<file path="src/hw/rtl/gaps_pkg.sv">
`timescale 1ns / 1ps
package gaps_pkg;

    localparam int DIM_W      = 6;
    localparam int CELL_W     = 12;
    localparam int NCELLS     = 4096;
    localparam int COST_W     = 13;
    localparam int PATH_DEPTH = 1025;
    localparam int PIDX_W     = 11;
    localparam int CNT_W      = 13;

    localparam logic [6:0]        GRID_MAX  = 7'd64;
    localparam logic [COST_W-1:0] NO_PARENT = 13'd4096;

    localparam logic [1:0] MODE_LOAD = 2'd0;
    localparam logic [1:0] MODE_FIND = 2'd1;
    localparam logic [1:0] MODE_READ = 2'd2;

    localparam logic [1:0] STAT_OK      = 2'd0;
    localparam logic [1:0] STAT_BAD_END = 2'd1;
    localparam logic [1:0] STAT_NO_PATH = 2'd2;
    localparam logic [1:0] STAT_RANGE   = 2'd3;

    localparam logic [2:0] CFG_ADDR_WIDTH  = 3'd0;
    localparam logic [2:0] CFG_ADDR_HEIGHT = 3'd4;

    typedef struct packed {
        logic [1:0]        mode;
        logic [DIM_W-1:0]  cell_x;
        logic [DIM_W-1:0]  cell_y;
        logic [DIM_W-1:0]  goal_x;
        logic [DIM_W-1:0]  goal_y;
        logic              walkable;
        logic [PIDX_W-1:0] path_index;
    } req_t;

    typedef struct packed {
        logic [1:0]        status;
        logic [PIDX_W-1:0] path_length;
        logic [DIM_W-1:0]  out_x;
        logic [DIM_W-1:0]  out_y;
    } rsp_t;

    typedef enum logic [1:0] {
        OP_LOAD,
        OP_FIND,
        OP_READ,
        OP_NOP
    } op_t;

    typedef struct packed {
        op_t  op;
        req_t item;
    } cmd_t;

    typedef struct packed {
        logic valid;
        cmd_t cmd;
    } q_t;

    typedef struct packed {
        logic [COST_W-1:0] f;
        logic [CELL_W-1:0] loc;
    } heap_ent_t;

    typedef struct packed {
        logic              closed;
        logic              open;
        logic [COST_W-1:0] came;
        logic [COST_W-1:0] g;
        logic [COST_W-1:0] f;
    } node_t;

    typedef enum logic [4:0] {
        S_WCLR,
        S_IDLE,
        S_RD,
        S_F_S,
        S_F_G,
        S_CLR,
        S_INIT,
        S_POP0,
        S_POP1,
        S_POP2,
        S_SD0,
        S_SD1,
        S_SD2,
        S_SD_END,
        S_CUR,
        S_NB0,
        S_NB1,
        S_NB2,
        S_SU0,
        S_SU1,
        S_SU_END,
        S_TR0,
        S_TR1
    } state_t;

    function automatic logic [6:0] dim_clamp(input logic [6:0] v);
        logic [6:0] r;
        r = v;
        if (v == 7'd0)
        begin
            r = 7'd1;
        end
        else if (v > GRID_MAX)
        begin
            r = GRID_MAX;
        end
        return r;
    endfunction

    function automatic logic [DIM_W-1:0] absdiff(input logic [DIM_W-1:0] a,
                                                 input logic [DIM_W-1:0] b);
        return (a > b) ? (a - b) : (b - a);
    endfunction

    function automatic logic [6:0] manhattan(input logic [DIM_W-1:0] ax,
                                             input logic [DIM_W-1:0] ay,
                                             input logic [DIM_W-1:0] bx,
                                             input logic [DIM_W-1:0] by);
        return {1'b0, absdiff(ax, bx)} + {1'b0, absdiff(ay, by)};
    endfunction

endpackage

</file>
<file path="src/hw/rtl/gaps_front.sv">
`timescale 1ns / 1ps
module gaps_front (
    input  logic            clk,
    input  logic            rst_n,
    input  logic            req_valid,
    output logic            req_ready,
    input  gaps_pkg::req_t  req,
    output gaps_pkg::q_t    q,
    input  logic            q_pop
);

    gaps_pkg::cmd_t fifo_reg [2];
    logic           wr_ptr_reg, wr_ptr_next;
    logic           rd_ptr_reg, rd_ptr_next;
    logic [1:0]     count_reg, count_next;
    logic           push;
    logic           pop;
    gaps_pkg::op_t  op;

    always_comb
    begin
        unique case (req.mode)
            gaps_pkg::MODE_LOAD: op = gaps_pkg::OP_LOAD;
            gaps_pkg::MODE_FIND: op = gaps_pkg::OP_FIND;
            gaps_pkg::MODE_READ: op = gaps_pkg::OP_READ;
            default:             op = gaps_pkg::OP_NOP;
        endcase
    end

    assign req_ready = (count_reg != 2'd2);
    assign push      = req_valid && req_ready;
    assign pop       = q_pop && (count_reg != 2'd0);

    assign q.valid = (count_reg != 2'd0);
    assign q.cmd   = fifo_reg[rd_ptr_reg];

    always_comb
    begin
        wr_ptr_next = push ? ~wr_ptr_reg : wr_ptr_reg;
        rd_ptr_next = pop ? ~rd_ptr_reg : rd_ptr_reg;
        count_next  = count_reg + {1'b0, push} - {1'b0, pop};
    end

    always_ff @(posedge clk)
    begin
        if (push)
        begin
            fifo_reg[wr_ptr_reg] <= '{op: op, item: req};
        end
    end

    always_ff @(posedge clk or negedge rst_n)
    begin
        if (!rst_n)
        begin
            wr_ptr_reg <= 1'b0;
            rd_ptr_reg <= 1'b0;
            count_reg  <= 2'd0;
        end
        else
        begin
            wr_ptr_reg <= wr_ptr_next;
            rd_ptr_reg <= rd_ptr_next;
            count_reg  <= count_next;
        end
    end

endmodule

</file>
<file path="config.mk">
export PLATFORM = sky130hd
export DESIGN_NAME = gaps_front
export DESIGN_NICKNAME = d
export VERILOG_FILES = /design/src/hw/rtl/gaps_pkg.sv /design/src/hw/rtl/gaps_front.sv
export SDC_FILE = /design/constraint.sdc
export NUM_CORES = 1
export LEC_CHECK = 0
export ABC_CLOCK_PERIOD_IN_PS = 8580
export BUFFER_PORTS_ARGS = -buffer_cell sky130_fd_sc_hd__buf_2
export CORE_MARGIN = 10
export CORE_UTILIZATION = 50
export CTS_BUF_LIST = sky130_fd_sc_hd__clkbuf_4 sky130_fd_sc_hd__clkbuf_8 sky130_fd_sc_hd__clkbuf_16
export DETAILED_ROUTE_END_ITERATION = 12
export PLACE_DENSITY = 0.88
export SYNTH_ARGS = -nofsm -noshare
export SYNTH_HDL_FRONTEND = slang
export SYNTH_SLANG_ARGS = --single-unit
</file>
<file path="constraint.sdc">
create_clock -name clk -period 8.58 [get_ports clk]
set_clock_uncertainty 0.05 [all_clocks]
set_input_delay 0.429 -clock clk [delete_from_list [all_inputs] [get_ports clk]]
set_output_delay 0.429 -clock clk [all_outputs]
set_load 0.005 [all_outputs]
</file>
==> metrics list <==
- At the worst endpoint, the arrival time is 1.88 ns.
- Number of port buffers: 83
- The worst setup path is launched from a register.
* Estimated wirelength of the detail-placed design: 3.89 mm
- Syn Inst Count: 144
* Most used standard cells in the synthesized netlist: sky130_fd_sc_hd__edfxtp_1 (80), sky130_fd_sc_hd__mux2_2 (37), sky130_fd_sc_hd__buf_6 (4), sky130_fd_sc_hd__dfrtp_1 (4), sky130_fd_sc_hd__xnor2_1 (3)
* Buffers & Inverters on Critical Path: 1
- Cells fill between 60% and 70% of the core in the end.
- The biggest area contributor in the post-synthesis netlist is sky130_fd_sc_hd__edfxtp_1.
- Die Ht: 99.0 µm
* Setup TNS after final layout: 0 ns
* Clock tree from TritonCTS: done
* Clock sink total: 84
* Final setup violating endpoints: 0
- Slew margin rel.: 23.7%
- The path class of the tightest hold or removal check is in2reg.
- Top cells by area, synth: sky130_fd_sc_hd__edfxtp_1 (77%), sky130_fd_sc_hd__mux2_2 (13%), sky130_fd_sc_hd__dfrtp_1 (3.2%), sky130_fd_sc_hd__buf_6 (1.4%), sky130_fd_sc_hd__mux2_4 (0.96%)
- The number of hold violations in the final report came to 0.
- Global routing used 11.3% of the available tracks across all layers.
* Total setup buffers inserted after CTS: 0
- The mapped netlist covers approximately 3100 µm².
- Remaining antenna violation count after routing: 0
- After clock tree synthesis, the flow added hold-fix buffers numbering 1.
* Status: complete, no violations
- Setup repair after global routing left no endpoint under its margin.
* Post-Place Cell Area: 3580 µm²
- The via count of the first global-routing pass is 1681.
- Worst vdd rail ir drop: around 0.0003 V
- Post-Syn Area per Cell: 21.6 µm²
- Leak: 1.44 nW
- Kind of cell adding the most delay to the critical path: flip-flops
* EDFF count, synth: 80
- Pwr dens: 323 nW/µm²
* Fin nets: 276
- Cells along the critical path: mux2_2 > buf_2
* Register bit total from synthesis: 84
- Data on the critical path is required at its endpoint by ~8 ns.
* Total congestion overflow: 0
- 0 antenna diodes ended up in the layout.
* Worst Path Max Fanout: 41
- For this block, the routed nets add up to 5.65 mm of wire.
* Fraction of synthesized cell area taken by the top area cell type: 77.1%
- By instance count, the leading cell after synthesis is sky130_fd_sc_hd__edfxtp_1.
- The initialized floorplan defines 28 standard-cell rows.
* Sequential element share of the synthesized area: 80.3%
* Count of yosys warnings during synthesis: 0
* Global-route wire length before repair: between 8 and 9 mm
- For this run, asynchronously set or reset flops after synthesis account for 4.76%.
* Max incr delay on CP: approximately 0.98 ns
- Transition at the pin with the smallest max-transition slack: 1.14 ns
- Initial core utilization: a little over half
- Clk Tree Root Cell: sky130_fd_sc_hd__clkbuf_8
- Number of antenna violations at the first check in global routing: 0
- Across all register-to-register paths, the minimum setup slack is 6.56 ns.
- After detailed routing, the average wire length per cell comes to 18.1 µm.
* Max reg flops: 80
- The final route contains 1528 vias.
* Final-report max-slew violation count: 0
- The detailed router finished its first iteration with 47 violations.
- In this run, distinct cell masters in the synthesized netlist total 18.
* Critical setup path kind: reg2out
- The completed layout was analyzed and its total power is 1.23 mW.
- Layout cell share with drive strength beyond 1: 59.5%
- Slowest-stage cell, CP: sky130_fd_sc_hd__dfrtp_2
- The clock period could shrink to between 2 and 2.5 ns.
* Number of max-capacitance violations reported: 0
- Buffers inserted during clock tree synthesis total 9.
* Count of unresolved DRC violations after routing: 0
- The final critical path takes up between 20% and 30% of the cycle.
- Dividing the detail-routed via count by the number of cells gives 4.90.
- In this run the count of I/O pins placed on the die edge is 84.
* Most common flop cell mapped by yosys: sky130_fd_sc_hd__edfxtp_1
* Layout overhead on the synthesized area: 21.8%
- In this run the horizontal extent of the chip is 99.0 µm.
- Clock transition at the registers of the reported paths: 0.08 ns
* Area of all placed cells without fillers: about 3800 µm²
- Entering global routing, the biggest net connects between 40 and 50 pins.
* Worst-case clock buffer depth: 2
- The worst setup path is captured at a primary output.
- Synthesized netlist net count: 188
- Total Die Area: 9790 µm²
- Static timing analysis puts the maximum clock frequency at 424 MHz.
* RD Place Congestion: 0.740
- The number of gates resized after CTS was 0.
- The pre-antenna-repair detailed-routing pass consisted of 4 iterations.
* Clock latency on the worst-skew pair: 0.33 ns
- CTS H-tree depth: 3
- Core Box Area: 5990 µm²
## logic make-up (layout without fill, tap and decap cells)
family	Yosys count	count (layout)	share of synthesized area [%]
xor gates and xnor gates	4	4	1.12
adders and majority gates	2	2	0.803
buffers and inverters	8	101	1.97
DFF	84	84	80.3
muxes	40	40	14.7
and+or+nand+nor	6	6	1.12
## layout make-up
| type | instances | area [µm²] |
|---|---|---|
| multi-input cells | 52 | 562 |
| clock buffers | 14 | 174 |
| repair buffers | 84 | 425 |
| flip-flops and latches | 84 | 2500 |
| well taps | 75 | 93.8 |
| inverters | 1 | 3.75 |
| fillers | 455 | 2190 |
| clock inverters | 2 | 33.8 |
## per-layer routing
metal	up-vias	GRT usage, %	wire [µm]
li1	735	-	-
met1	744	11.8	2280
met2	42	19.7	2970
met3	7	4.12	319
met4	0	5.62	84
met5	-	0	0
## layout by cell type (no fill, tap or decap), drive strengths merged
master | synthesis | final
or2 | 1 | 1
nor2 | 1 | 1
clkbuf | 2 | 14
nand2b | 1 | 1
xnor2 | 3 | 3
ha | 2 | 2
edfxtp | 80 | 80
mux2 | 40 | 40
inv | 1 | 1
buf | 5 | 83
and3 | 1 | 1
and2 | 1 | 1
dfrtp | 4 | 4
dlygate4sd3 | 0 | 1
xor2 | 1 | 1
nand2 | 1 | 1
bufinv | 0 | 1
clkinv | 0 | 1
## stage by stage
step           cells  hold slack (ns)  setup slack (ns)
3_3_place_gp     295            0.190              6.53
2_1_floorplan    144           0.0834              5.79
3_5_place_dp     295            0.190              6.53
5_1_grt          312            0.207              6.10
4_1_cts          312            0.209              6.17
6_report         312            0.227              6.22
## power breakdown
group / internal [mW] / switching, mW
clock: 0.160 / 0.123
combinational: 0.175 / 0.142
sequential: 0.563 / 0.0615
## final timing paths
path | startpoint | endpoint | depth (start not counted)
worst max-delay path | rd_ptr_reg | q[0] | 2
worst min-delay path | req[5] | fifo_reg[1][5] | 1
worst max register to register | count_reg[1] | fifo_reg[0][34] | 3
worst min register to register | count_reg[0] | count_reg[0] | 1
max in group asynchronous | rst_n | rd_ptr_reg | 2
min in group asynchronous | rst_n | count_reg[0] | 2
Power figures use the tool's default switching activity.
